### config.mk
export PLATFORM = sky130hd
export DESIGN_NAME = sorted_timer_queue
export DESIGN_NICKNAME = d
export VERILOG_FILES = /design/src/rtl/stq_pkg.sv /design/src/rtl/stq_ram.sv /design/src/rtl/sorted_timer_queue.sv
export SDC_FILE = /design/constraint.sdc
export NUM_CORES = 1
export LEC_CHECK = 0
export ABC_AREA = 1
export BUFFER_PORTS_ARGS = -buffer_cell sky130_fd_sc_hd__buf_4
export CORE_MARGIN = 8
export CORE_UTILIZATION = 45
export CTS_CLUSTER_DIAMETER = 30
export CTS_CLUSTER_SIZE = 10
export DETAILED_ROUTE_END_ITERATION = 7
export SLEW_MARGIN = 10
export SYNTH_ARGS = -nofsm -noshare
export SYNTH_HDL_FRONTEND = slang
export SYNTH_SLANG_ARGS = --single-unit
export TNS_END_PERCENT = 1
### constraint.sdc
create_clock -name clk -period 12.15 [get_ports clk]
set_input_delay 1.215 -clock clk [delete_from_list [all_inputs] [get_ports clk]]
set_output_delay 1.215 -clock clk [all_outputs]
set_load 0.005 [all_outputs]
### src/rtl/stq_pkg.sv
// stq_pkg: shared types and constants for the sorted timer queue
// no dependencies; used by the top level and the port checker
`default_nettype none

package stq_pkg;

	localparam int TIMER_SLOTS_DEF = 16;
	localparam int TIME_BITS_DEF   = 32;
	localparam int MAX_POPS        = 16;

	typedef enum logic [1:0] {
		OP_ADD  = 2'd0,
		OP_DEL  = 2'd1,
		OP_UPD  = 2'd2,
		OP_TICK = 2'd3
	} op_t;

	typedef enum logic [1:0] {
		ST_OK       = 2'd0,
		ST_ACTIVE   = 2'd1,
		ST_INACTIVE = 2'd2
	} status_t;

endpackage

`default_nettype wire

### src/rtl/stq_ram.sv
// stq_ram: generic one-write one-read memory with registered read data
// no dependencies
`default_nettype none

module stq_ram #(
	parameter int WIDTH = 8,
	parameter int DEPTH = 16
) (
	input  wire logic                     clk,
	input  wire logic                     wr_en,
	input  wire logic [$clog2(DEPTH)-1:0] wr_addr,
	input  wire logic [WIDTH-1:0]         wr_data,
	input  wire logic [$clog2(DEPTH)-1:0] rd_addr,
	output logic      [WIDTH-1:0]         rd_data
);

	logic [WIDTH-1:0] mem_q [DEPTH];

	always_ff @(posedge clk) begin
		if (wr_en) begin
			mem_q[wr_addr] <= wr_data;
		end
		rd_data <= mem_q[rd_addr];
	end

endmodule

`default_nettype wire

### src/rtl/sorted_timer_queue.sv
// sorted_timer_queue: timers ordered by expiry in a circular list held in one ram
// add and delete scan the whole list, update stops once placed, rejects skip it
// tick pops due timers from the head, stalling while the output is held
// one request at a time; a result sits in the output register while the next is taken
// arst_n clears the active flags, list count, head pointer and sequencer
// depends on stq_pkg and stq_ram
`default_nettype none

module sorted_timer_queue #(
	parameter int TIMER_SLOTS = stq_pkg::TIMER_SLOTS_DEF,
	parameter int TIME_BITS   = stq_pkg::TIME_BITS_DEF
) (
	input  wire logic        clk,
	input  wire logic        arst_n,
	input  wire logic        in_valid,
	output logic             in_ready,
	input  wire logic [1:0]  op,
	input  wire logic [3:0]  slot,
	input  wire logic [31:0] expiry,
	input  wire logic [31:0] current_time,
	output logic             out_valid,
	input  wire logic        out_ready,
	output logic [1:0]       status,
	output logic             expired_valid,
	output logic [3:0]       expired_slot,
	output logic             last
);

	localparam int SW = $clog2(TIMER_SLOTS);
	localparam int CW = $clog2(TIMER_SLOTS + 1);
	localparam int TW = (TIME_BITS < 32) ? TIME_BITS : 32;
	localparam int EW = SW + TW;
	localparam int NW = $clog2(stq_pkg::MAX_POPS + 1);

	typedef enum logic [1:0] {
		S_IDLE,
		S_SCAN,
		S_TICK,
		S_RESP
	} state_t;

	state_t            state_q;
	stq_pkg::op_t      op_q;
	stq_pkg::status_t  res_status_q;
	logic [SW-1:0]     slot_q;
	logic [TW-1:0]     time_q;
	logic [TW-1:0]     now_q;
	logic [CW-1:0]     ci_q;
	logic [CW-1:0]     count_q;
	logic [SW-1:0]     head_q;
	logic              found_q;
	logic [EW-1:0]     carry_q;
	logic [NW-1:0]     n_q;
	logic              pend_q;
	logic [SW-1:0]     pend_slot_q;
	logic [TIMER_SLOTS-1:0] act_q;

	logic              out_valid_q;
	stq_pkg::status_t  out_status_q;
	logic              out_exp_q;
	logic [3:0]        out_slot_q;
	logic              out_last_q;

	logic [EW-1:0]     rd_data;
	logic [SW-1:0]     d_slot;
	logic [TW-1:0]     d_exp;
	logic [EW-1:0]     new_ent;
	logic              at_end;
	logic              later;
	logic              due;
	logic              out_free;
	logic              out_load;
	logic              wr_en;
	logic [CW-1:0]     wr_idx;
	logic [EW-1:0]     wr_data;
	logic [CW-1:0]     rd_idx;
	logic              in_range;
	logic [SW-1:0]     in_idx;

	function automatic logic [SW-1:0] phys(input logic [SW-1:0] base, input logic [CW-1:0] idx);
		logic [SW:0] sum;
		sum = (SW+1)'(base) + (SW+1)'(idx);
		if (sum >= (SW+1)'(TIMER_SLOTS)) begin
			sum = sum - (SW+1)'(TIMER_SLOTS);
		end
		return sum[SW-1:0];
	endfunction

	stq_ram #(
		.WIDTH(EW),
		.DEPTH(TIMER_SLOTS)
	) u_ram (
		.clk(clk),
		.wr_en(wr_en),
		.wr_addr(phys(head_q, wr_idx)),
		.wr_data(wr_data),
		.rd_addr(phys(head_q, rd_idx)),
		.rd_data(rd_data)
	);

	assign d_slot   = rd_data[EW-1:TW];
	assign d_exp    = rd_data[TW-1:0];
	assign new_ent  = {slot_q, time_q};
	assign at_end   = (ci_q == count_q);
	assign later    = (time_q < d_exp);
	assign due      = (count_q != '0) && (n_q < NW'(stq_pkg::MAX_POPS)) && !(now_q < d_exp);
	assign out_free = !out_valid_q || out_ready;
	assign out_load = ((state_q == S_TICK) && out_free && (!due || pend_q))
		|| ((state_q == S_RESP) && out_free);
	assign in_range = (32'(slot) < 32'(TIMER_SLOTS));
	assign in_idx   = SW'(slot);

	always_comb begin
		wr_en   = 1'b0;
		wr_idx  = ci_q;
		wr_data = new_ent;
		rd_idx  = ci_q + CW'(1);
		case (state_q)
			S_IDLE: begin
				rd_idx = '0;
			end
			S_SCAN: begin
				case (op_q)
					stq_pkg::OP_ADD: begin
						if (at_end) begin
							wr_en   = 1'b1;
							wr_data = found_q ? carry_q : new_ent;
						end else if (found_q) begin
							wr_en   = 1'b1;
							wr_data = carry_q;
						end else if (later) begin
							wr_en = 1'b1;
						end
					end
					stq_pkg::OP_DEL: begin
						wr_idx  = ci_q - CW'(1);
						wr_data = rd_data;
						wr_en   = !at_end && found_q;
					end
					stq_pkg::OP_UPD: begin
						wr_idx = ci_q - CW'(1);
						if (at_end) begin
							wr_en = 1'b1;
						end else if (found_q) begin
							wr_en   = 1'b1;
							wr_data = later ? new_ent : rd_data;
						end
					end
					default: begin
						wr_en = 1'b0;
					end
				endcase
			end
			S_TICK: begin
				rd_idx = (due && (!pend_q || out_free)) ? CW'(1) : CW'(0);
			end
			default: begin
				rd_idx = '0;
			end
		endcase
	end

	always_ff @(posedge clk or negedge arst_n) begin
		if (!arst_n) begin
			state_q      <= S_IDLE;
			op_q         <= stq_pkg::OP_ADD;
			res_status_q <= stq_pkg::ST_OK;
			slot_q       <= '0;
			time_q       <= '0;
			now_q        <= '0;
			ci_q         <= '0;
			count_q      <= '0;
			head_q       <= '0;
			found_q      <= 1'b0;
			carry_q      <= '0;
			n_q          <= '0;
			pend_q       <= 1'b0;
			pend_slot_q  <= '0;
			act_q        <= '0;
			out_valid_q  <= 1'b0;
			out_status_q <= stq_pkg::ST_OK;
			out_exp_q    <= 1'b0;
			out_slot_q   <= '0;
			out_last_q   <= 1'b0;
		end else begin
			out_valid_q <= out_load || (out_valid_q && !out_ready);
			case (state_q)
				S_IDLE: begin
					if (in_valid) begin
						op_q    <= stq_pkg::op_t'(op);
						slot_q  <= in_idx;
						time_q  <= TW'(expiry);
						now_q   <= TW'(current_time);
						ci_q    <= '0;
						found_q <= 1'b0;
						n_q     <= '0;
						pend_q  <= 1'b0;
						if (stq_pkg::op_t'(op) == stq_pkg::OP_TICK) begin
							state_q <= S_TICK;
						end else if (!in_range) begin
							res_status_q <= stq_pkg::ST_INACTIVE;
							state_q      <= S_RESP;
						end else if (stq_pkg::op_t'(op) == stq_pkg::OP_ADD && act_q[in_idx]) begin
							res_status_q <= stq_pkg::ST_ACTIVE;
							state_q      <= S_RESP;
						end else if (stq_pkg::op_t'(op) != stq_pkg::OP_ADD && !act_q[in_idx]) begin
							res_status_q <= stq_pkg::ST_INACTIVE;
							state_q      <= S_RESP;
						end else begin
							res_status_q <= stq_pkg::ST_OK;
							state_q      <= S_SCAN;
						end
					end
				end
				S_SCAN: begin
					ci_q <= ci_q + CW'(1);
					case (op_q)
						stq_pkg::OP_ADD: begin
							if (at_end) begin
								count_q       <= count_q + CW'(1);
								act_q[slot_q] <= 1'b1;
								state_q       <= S_RESP;
							end else if (found_q || later) begin
								carry_q <= rd_data;
								found_q <= 1'b1;
							end
						end
						stq_pkg::OP_DEL: begin
							if (at_end) begin
								count_q       <= count_q - CW'(1);
								act_q[slot_q] <= 1'b0;
								state_q       <= S_RESP;
							end else if (!found_q && d_slot == slot_q) begin
								found_q <= 1'b1;
							end
						end
						stq_pkg::OP_UPD: begin
							if (at_end || (found_q && later)) begin
								state_q <= S_RESP;
							end else if (!found_q && d_slot == slot_q) begin
								found_q <= 1'b1;
							end
						end
						default: begin
							state_q <= S_RESP;
						end
					endcase
				end
				S_TICK: begin
					if (due) begin
						if (pend_q && out_free) begin
							out_status_q <= stq_pkg::ST_OK;
							out_exp_q    <= 1'b1;
							out_slot_q   <= 4'(pend_slot_q);
							out_last_q   <= 1'b0;
						end
						if (!pend_q || out_free) begin
							pend_q        <= 1'b1;
							pend_slot_q   <= d_slot;
							n_q           <= n_q + NW'(1);
							head_q        <= phys(head_q, CW'(1));
							count_q       <= count_q - CW'(1);
							act_q[d_slot] <= 1'b0;
						end
					end else if (out_free) begin
						out_status_q <= stq_pkg::ST_OK;
						out_exp_q    <= pend_q;
						out_slot_q   <= pend_q ? 4'(pend_slot_q) : 4'd0;
						out_last_q   <= 1'b1;
						state_q      <= S_IDLE;
					end
				end
				S_RESP: begin
					if (out_free) begin
						out_status_q <= res_status_q;
						out_exp_q    <= 1'b0;
						out_slot_q   <= 4'd0;
						out_last_q   <= 1'b1;
						state_q      <= S_IDLE;
					end
				end
				default: begin
					state_q <= S_IDLE;
				end
			endcase
		end
	end

	assign in_ready      = (state_q == S_IDLE);
	assign out_valid     = out_valid_q;
	assign status        = out_status_q;
	assign expired_valid = out_exp_q;
	assign expired_slot  = out_slot_q;
	assign last          = out_last_q;

endmodule

`default_nettype wire

==> run summary, run 1 <==
The number of levels in the clock H-tree came out at 4. The met2 layer usage reported by global route came out at 35.5%. The placeable core area came out at 75900 um2.

The switching share of power was 39.5%; the total number of nets in the final design was 3389. The logs give 96600 um for the total detailed-routing wirelength and 11.9% for the worst relative slew slack. Of all nets on the critical path, the largest fanout is 90. The netlist area before placement came out at 34500 um2.

TritonCTS built the clock tree. The logs give 2359 for the iteration-0 DRC count of the detailed router and 30.6% for the clock power share. At the end of the flow the core is filled with cells to 54.3%. The global-route usage over all layers was 22.1%; the slew at the pin with the worst max-slew slack was 1.32 ns. The setup check on the worst reg-to-reg path leaves a slack of 5.34 ns. After floorplanning, the core was divided into 101 placement rows.

For the count of hold buffers inserted by post-cts repair, the log shows 0. Setup repair after global routing left no endpoint under its margin. The die covers 85900 um2.

Yosys attributes the largest share of cell area to sky130_fd_sc_hd__edfxtp_1, sky130_fd_sc_hd__dfrtp_1, sky130_fd_sc_hd__nand2_1. The data arrival at the endpoint of the critical path is 7.39 ns, and the number of inserted filler cells in the final layout is 6363. For the final HPWL from detailed placement, the log shows 53500 um. Class of the worst hold path: input pin to async pin. After detailed routing, the number of vias per cell comes to 5.65. Clock-pin slew was measured on the worst setup and hold paths at 0.05 ns.

Derived from the worst setup path, the maximum achievable clock frequency is 147 MHz. Counting flops and latches in the post-synthesis netlist gives 772. The max-slew violation count was 0; the number of cells on the worst reg-to-reg path was 18. The run gives 0 as the final hold violation count. The post-route netlist has 12.2% of its cells at a drive strength greater than 1. For the setup TNS, the log shows 0 ns. Entering global routing, the biggest net connects 97 pins. Dividing total power by cell area gives a power density of 320 nW/um2.

For met3 alone, demand over resource in global routing was 4.75%. Global routing used 29.3% of the available met1 tracks. The tools report the smallest hold slack as 0.414 ns. The first global-routing pass estimated 146000 um of wire.

Mean routed wirelength per cell: 22.1 um. The switching component of the power was 5.22 mW. The initial utilization of the core area, before any placement, comes to 45.5%.

At the end of routability-driven placement, the weighted congestion stood at 0.855. For this design the static power due to leakage is 16.3 nW. Number of optimization iterations in the first detailed-route pass: 6. The tool flagged a number of max-cap violations equal to 0. The number of gates given a new drive strength after cts is 0.

The number of sinks handled by clock tree synthesis came out at 772. The antenna diode count came out at 0. The CTS buffer count was 143; the number of routed nets with antenna violations was 0.

The post-CTS setup repair buffer count was 0. During synthesis, Yosys emitted a total of 0 warnings. Sequential cells account for 30.6% of the total power. For the worst setup path, the data required time is 12.72 ns.

During placement, the flow inserted port buffers numbering 83. The overall power after layout was 13.2 mW; the synthesized area per cell was 11.0 um2. The shortest clock period the worst path allows after layout came out at 6.81 ns. For this run, design rule violations remaining after detail routing come to 0.

Yosys mapped the design onto 44 distinct sky130hd cell types. The count of endpoints failing setup in the final report came out at 0. The number of nets in the synthesized netlist is 3295. After global routing, the most crowded layer is met2. The share of the clock period used by the worst path works out to 56.1%. The start of the worst register-to-register path is u_ram.rd_data[31].

The tools report the gate count after technology mapping as 3133. The capturing point of the worst reg2reg path was u_ram.rd_data[30]. The final route contains 24700 vias. The placed instances occupy a cell area of 36200 um2.

The I/O pin count was 84. The tools report the endpoint class of the critical path as a flop. The library cell with the largest summed area after synthesis is sky130_fd_sc_hd__edfxtp_1. Summed over all layers, the global routing overflow is 0. The clock latency at the later pin of the worst-skew pair is 0.70 ns. The die is 293 um tall. The root buffer cell chosen for the clock tree is sky130_fd_sc_hd__clkbuf_16. The flow ran to the end, and the final reports show no timing, DRC or antenna violations. The clock passes through at most 3 buffers.

From left edge to right edge, the die measures 293 um. For the final database, setup skew stands at 0.0254 ns. The tools report the number of antenna violations at the first check in global routing as 3. The critical path is of the flop to flop type.

The fraction of post-synthesis cell area in the top cell type by area came out at 50.1%. The via count of the first global-routing pass is 24200. After routing the design area is 41200 um2. The run gives 8.00 mW as the design internal power. The startpoint class of the critical path is a flop. Summing the sequential cell areas from Yosys gives 63.8% of the chip area. Relative to the synthesized area, the layout overhead comes to 19.4%.

VDD sags by at most 0.212 mV. Per report_power, the combinational group accounts for 38.8% of the total.
## power groups by stage
stage	Sequential (mW)	Combinational (mW)	Clock, mW
after floorplan	3.96	3.53	0
after global placement	4.06	4.90	0
after detailed placement	4.08	5.03	0
after CTS	4.04	5.06	4.10
after global routing	4.08	5.67	4.22
final	4.04	5.13	4.04
## synthesized netlist by cell type (all sizes together)
cell    number
buf         61
inv        282
dfrtp      160
nor2       106
a221oi       1
clkbuf     119
o21ai      380
nand2      517
a21boi       2
mux2         2
xnor2       11
and3         1
a211oi      38
o21a         3
nor3         3
dfxtp       36
edfxtp     576
mux2i      145
xor2        18
nand3      128
fa           2
nand4       24
clkinv       2
a21oi      289
o221ai       3
nand3b       1
nor4         2
ha          86
o211ai      74
o22ai       16
o21bai       2
a31oi       41
or2          2
## through the flow
stage	std cells	setup slack, ns
2_1_floorplan	3133	7.86
3_3_place_gp	4111	5.74
3_5_place_dp	4111	5.54
4_1_cts	4369	5.46
5_1_grt	4370	5.01
6_report	4370	5.34
## per-layer routing
| layer | part of all wire (%) | up-vias |
|---|---|---|
| met3 | 7.6 | 246 |
| met4 | 3.2 | 6 |
| met5 | 0.041 | - |
| met1 | 43 | 12100 |
| met2 | 47 | 1045 |
| li1 | - | 11300 |
## cells in the final DEF, fill, tap and decap left out, types with 74 or more instances in the layout
master                        n
sky130_fd_sc_hd__a21oi_1    273
sky130_fd_sc_hd__buf_4      128
sky130_fd_sc_hd__clkbuf_16  148
sky130_fd_sc_hd__dfrtp_1    160
sky130_fd_sc_hd__edfxtp_1   576
sky130_fd_sc_hd__ha_1        84
sky130_fd_sc_hd__inv_1      274
sky130_fd_sc_hd__mux2i_1    145
sky130_fd_sc_hd__nand2_1    515
sky130_fd_sc_hd__nand3_1    128
sky130_fd_sc_hd__nor2_1      88
sky130_fd_sc_hd__o211ai_1    74
sky130_fd_sc_hd__o21ai_0    379
## state kept, by name, summed over array words and instances, names as in the netlist, named ones only
signal / cells
u_ram.rd_data: 36
carry_q: 36
status: 2
head_q: 4
expired_slot: 4
u_ram.mem_q: 576
state_q: 2
count_q: 5
last: 1
out_valid: 1
pend_q: 1
n_q: 5
slot_q: 4
ci_q: 5
pend_slot_q: 4
now_q: 32
expired_valid: 1
res_status_q: 2
time_q: 32
found_q: 1
op_q: 2
## cells by family after synthesis
family,Yosys count,share of synthesized area (%)
AOI/OAI and AO/OA,849,13.4
and+or+nand+nor,784,9.25
DFF,772,63.8
buffers and inverters,464,5.28
muxes,147,4.27
adders and majority gates,88,3.23
xor gates and xnor gates,29,0.757
## critical path: stages, from the launching register on
cell and delay (ns):
sky130_fd_sc_hd__dfxtp_1 0.34, sky130_fd_sc_hd__inv_1 0.09, sky130_fd_sc_hd__ha_1 0.31, sky130_fd_sc_hd__nand2_1 0.10
sky130_fd_sc_hd__nor4_1 0.79, sky130_fd_sc_hd__and3_1 0.28, sky130_fd_sc_hd__nand2_1 0.05, sky130_fd_sc_hd__nand2_1 0.14
sky130_fd_sc_hd__nand3_1 0.11, sky130_fd_sc_hd__inv_1 0.18, sky130_fd_sc_hd__nand2_1 0.27, sky130_fd_sc_hd__a21boi_0 0.41
sky130_fd_sc_hd__ha_4 0.89, sky130_fd_sc_hd__buf_4 0.85, sky130_fd_sc_hd__buf_4 0.89, sky130_fd_sc_hd__mux2i_1 0.17
sky130_fd_sc_hd__o21ai_0 0.24, sky130_fd_sc_hd__nand2_1 0.08, sky130_fd_sc_hd__a31oi_1 0.32
## worst max-delay path by stage
| stage | startpoint | end | slack, ns | depth (start not counted) |
|---|---|---|---|---|
| after floorplan | state_q[1] | u_ram.mem_q[5][0] | 7.86 | 14 |
| after global placement | u_ram.rd_data[31] | u_ram.rd_data[25] | 5.74 | 18 |
| after detailed placement | u_ram.rd_data[31] | u_ram.rd_data[30] | 5.54 | 18 |
| after CTS | u_ram.rd_data[31] | u_ram.rd_data[30] | 5.46 | 18 |
| after global routing | u_ram.rd_data[31] | u_ram.rd_data[30] | 5.01 | 18 |
| final | u_ram.rd_data[31] | u_ram.rd_data[30] | 5.34 | 18 |
## final cells by class
type	count	area (um2)	area share, %
timing repair buffer	129	972	2.36
inverter	284	1070	2.59
clock inverter	78	1020	2.49
sequential	772	22000	53.4
clock buffer	180	3930	9.54
tap	1030	1290	3.13
multi-input combinational	1897	10900	26.5
Note: power is estimated with default switching activity, not from simulation.
==> run 2, diff against run 1 <==
Settings changed: ABC_AREA 1 to 0.
Clock period 12.15 ns to 6.2 ns, I/O delays scaled along.
==> run summary, run 2 <==
The critical path in this run is classified as flop to flop. The number of levels in the clock H-tree came out at 4 (unchanged). The run gives 7 (+1) as the number of optimization iterations in the first detailed-route pass. TritonCTS built the clock tree. The fraction of post-synthesis cell area in the top cell type by area works out to 52.5% (+2.4 points). The horizontal die dimension came out at 287 um (-2.2%).

The largest registers in the layout are u_ram.mem_q: 576 flops, carry_q: 36 flops, u_ram.rd_data: 36 flops. The number of max-cap violations was 0 (unchanged). The tools report the origin of the worst setup path as now_q[29].

Counting flops per register, the top entry is u_ram.mem_q. Post-synthesis net count: 2019 (-39%). Sequential element share of the synthesized area: 66.8% (+3.0 points). The most common cell in the synthesized netlist is sky130_fd_sc_hd__edfxtp_1. The pin count of the biggest net entering global routing is 71 (-27%).

For the I/O pin count, the log shows 84 (unchanged). The worst reg-to-reg setup slack is 0.77 ns (-4.56 ns), and the final core area utilization is 55.7% (+1.4 points). First-pass GRT wire length: 129000 um (-12%). The run gives 184 MHz (+26%) as the fmax. The total power per unit cell area is 674 nW/um2 (+110%). The count of flip-flops with a built-in enable after synthesis came out at 576 (unchanged).

Most used flip-flop cell after synthesis: sky130_fd_sc_hd__edfxtp_1. The iteration-0 DRC count of the detailed router is 1885 (-20%), and the data arrival at the endpoint of the critical path is 6.01 ns (-1.38 ns). The number of routed nets with antenna violations is 0 (unchanged). The mean routed wirelength per cell was 27.3 um (+23%). For the distinct cell type count of the synthesized netlist, the log shows 71 (+61%). The clock-pin slew of the registers on the worst-case setup and hold paths is 0.05 ns (about the same).

The number of sinks handled by clock tree synthesis is 772 (unchanged), and the via count of the first global-routing pass is 19700 (-19%). The largest fanout of any net on the critical path came out at 34 (-62%). The tools report the highest ir drop seen on vdd as 0.628 mV (+200%).

The run gives 0 ns (unchanged) as the setup TNS. The worst register-to-register path begins at now_q[29]. The run finished with clean final reports. The buffer levels on the longest clock path is 3 (unchanged).

The count of input and output buffers came out at 83 (unchanged). The final weighted congestion of routability-driven global placement is 0.828 (-3.1%), and the global-route congestion overflow total is 0 (unchanged). The global-route usage over all layers is 21.0% (-1.1 points).

Number of cells on the worst reg-to-reg path: 13 (-5). The total detailed-routing wirelength was 85600 um (-11%); the clock tree skew after final layout was 0.0253 ns (-0.0000137 ns). The slew at the pin with the worst max-slew slack works out to 1.21 ns (-0.116 ns).

The clock latency at the later pin of the worst-skew pair was 0.72 ns (+0.02 ns). The shortest clock period the worst path allows after layout is 5.43 ns (-1.39 ns), and the initial cell density of the core is 45.3% (-0.13 points). The endpoint class of the critical path is a flop. The total of warnings raised by yosys was 0 (unchanged). The number of antenna violations at the first check in global routing is 0 (-3). Counting instances in the post-synthesis netlist gives the leading cell types as sky130_fd_sc_hd__edfxtp_1, sky130_fd_sc_hd__mux4_2, sky130_fd_sc_hd__dfrtp_1, sky130_fd_sc_hd__mux2_2, sky130_fd_sc_hd__ha_1.

The signed area change from the synthesized netlist to the final layout came out at 22.8%. Number of inserted filler cells in the final layout: 5588 (-12%). The synthesized area per cell came out at 17.7 um2 (+61%). Area of combinational cells with multiple inputs: 10500 um2 (-3.5%). The run gives 17.6% (+5.6 points) as the worst relative slew slack. The tools report the DRC violation count after routing as 0 (unchanged). The cell sitting at the root of the clock tree is a sky130_fd_sc_hd__clkbuf_16. sky130_fd_sc_hd__edfxtp_1 takes more of the synthesized area than any other cell.

Startpoint class of the critical path: a flop. For the total number of nets in the final design, the log shows 2214 (-35%). The share of synthesized flip-flops with an asynchronous set or reset was 20.7% (unchanged); the routed via count divided by cell count was 6.02 (+6.5%). The most common library cell in the layout ignoring fill and taps was sky130_fd_sc_hd__edfxtp_1.

The tools report the area of all sequential standard cells as 22000 um2 (about the same). The share of cells above drive strength 1 works out to 35.2% (+23 points). The top cell types in the final layout, fill and taps aside, are sky130_fd_sc_hd__edfxtp_1, sky130_fd_sc_hd__mux4_2, sky130_fd_sc_hd__dfrtp_1.

Setup repair after global routing left no endpoint under its margin. The cell leakage power came out at 14.5 nW (-11%). The critical path required time was 6.78 ns (-5.94 ns). The tools report the number of rows created at floorplan as 99 (-2.0%).

Ranked by total cell area, the synthesized netlist is headed by sky130_fd_sc_hd__edfxtp_1, sky130_fd_sc_hd__mux4_2, sky130_fd_sc_hd__dfrtp_1. The flop and latch count out of synthesis works out to 772 (unchanged). The logs give 72700 um2 (-4.3%) for the placeable core area and 0 (unchanged) for the final hold violation count. The routed via count was 18900 (-24%); the max-slew violation count was 0 (unchanged). The CTS buffer count is 152 (+6.3%). The endpoint identified for the worst register-to-register timing path is u_ram.rd_data[10].

The floorplan die area was 82200 um2 (-4.3%); the share of the clock period used by the worst path was 87.5% (+31 points). The class of the worst hold path is input pin to flop. The gate count after technology mapping came out at 1857 (-41%). Final HPWL from detailed placement: 50100 um (-6.4%). The count of endpoints failing setup in the final report came out at 0 (unchanged). Netlist area before placement: 33000 um2 (-4.5%).

The antenna diode count is 0 (unchanged). The vertical die dimension was 287 um (-2.2%). The flip-flop count of the largest register after layout works out to 576 (unchanged).

Termination of the worst setup path: u_ram.rd_data[10].
## run 2: critical path, cell delays in order, from the launching register on
cell and delay [ns]:
sky130_fd_sc_hd__dfrtp_1 0.47, sky130_fd_sc_hd__ha_1 0.35, sky130_fd_sc_hd__nand4_1 0.26, sky130_fd_sc_hd__or4_2 0.82, sky130_fd_sc_hd__a31oi_2 0.45, sky130_fd_sc_hd__o21ai_2 0.17, sky130_fd_sc_hd__nor2_8 0.23, sky130_fd_sc_hd__o21a_1 0.20
sky130_fd_sc_hd__ha_4 0.14, sky130_fd_sc_hd__inv_1 0.05, sky130_fd_sc_hd__fa_4 0.80, sky130_fd_sc_hd__buf_4 0.45, sky130_fd_sc_hd__mux4_2 0.39, sky130_fd_sc_hd__mux4_2 0.46
## run 2: cells by family (layout without fill, tap and decap cells)
| logic type | after synthesis | count (layout) | share of synthesized area (%) |
|---|---|---|---|
| AO/OA/AOI/OAI | 298 | 298 | 6.44 |
| XOR/XNOR | 28 | 28 | 0.744 |
| adder cells (fa/ha/maj) | 88 | 88 | 3.39 |
| buffers and inverters | 151 | 473 | 1.83 |
| flip-flops | 772 | 772 | 66.8 |
| multiplexers | 340 | 340 | 17.9 |
| AND/OR/NAND/NOR | 180 | 180 | 2.87 |
## run 2: per-stage QoR
stage | hold WS, ns | cells | worst slack [ns] | power (mW) | cell area, um2
3_3_place_gp | 0.467 | 2856 | 0.911 | 18.8 | 35100
4_1_cts | 0.0768 | 3138 | 0.788 | 27.5 | 40500
2_1_floorplan | 0.324 | 1857 | 1.44 | 15.8 | 33000
3_5_place_dp | 0.472 | 2856 | 0.826 | 19.0 | 35100
5_1_grt | 0.104 | 3138 | 0.587 | 28.6 | 40500
6_report | 0.131 | 3138 | 0.774 | 27.3 | 40500
## run 2: final cells by class
| class | instances | area share [%] |
|---|---|---|
| multi-input cells | 934 | 26.0 |
| repair buffers | 141 | 3.00 |
| well taps | 959 | 2.96 |
| clock inverters | 85 | 2.81 |
| flip-flops and latches | 772 | 54.4 |
| inverters | 51 | 0.473 |
| clock buffers | 196 | 10.3 |
## run 2: how the worst min path moves through the flow
stage                 endpoint  slack (ns)       start  cells past startpoint
CTS                 time_q[12]        0.08  expiry[12]                      2
floorplan            async pin        0.32      arst_n                      0
global placement        n_q[3]        0.47      n_q[3]                      1
detailed placement      n_q[3]        0.47      n_q[3]                      1
global route        time_q[18]        0.10  expiry[18]                      2
finish              time_q[12]        0.13  expiry[12]                      2
## run 2: what timing repair did
| item | 4_1_cts | 5_1_grt |
|---|---|---|
| hold buffers | 1 | 0 |
| resized for setup | 0 | 0 |
| setup endpoints to repair | 0 | 0 |
| buffers inserted | 0 | 0 |
| endpoints found under the hold margin | 54 | 0 |
## run 2: where the power goes
part | internal, mW | switching [mW]
registers | 7.67 | 0.806
clock network | 5.61 | 2.72
logic | 4.81 | 5.66
total | 18.1 | 9.18
## run 2: routing by layer
layer	GRT usage (%)	vias up	part of all wire [%]
li1	-	8008	-
met1	29.1	9929	43
met2	32.9	793	48
met3	4.60	151	7.1
met4	6.76	0	2.2
met5	0	-	0
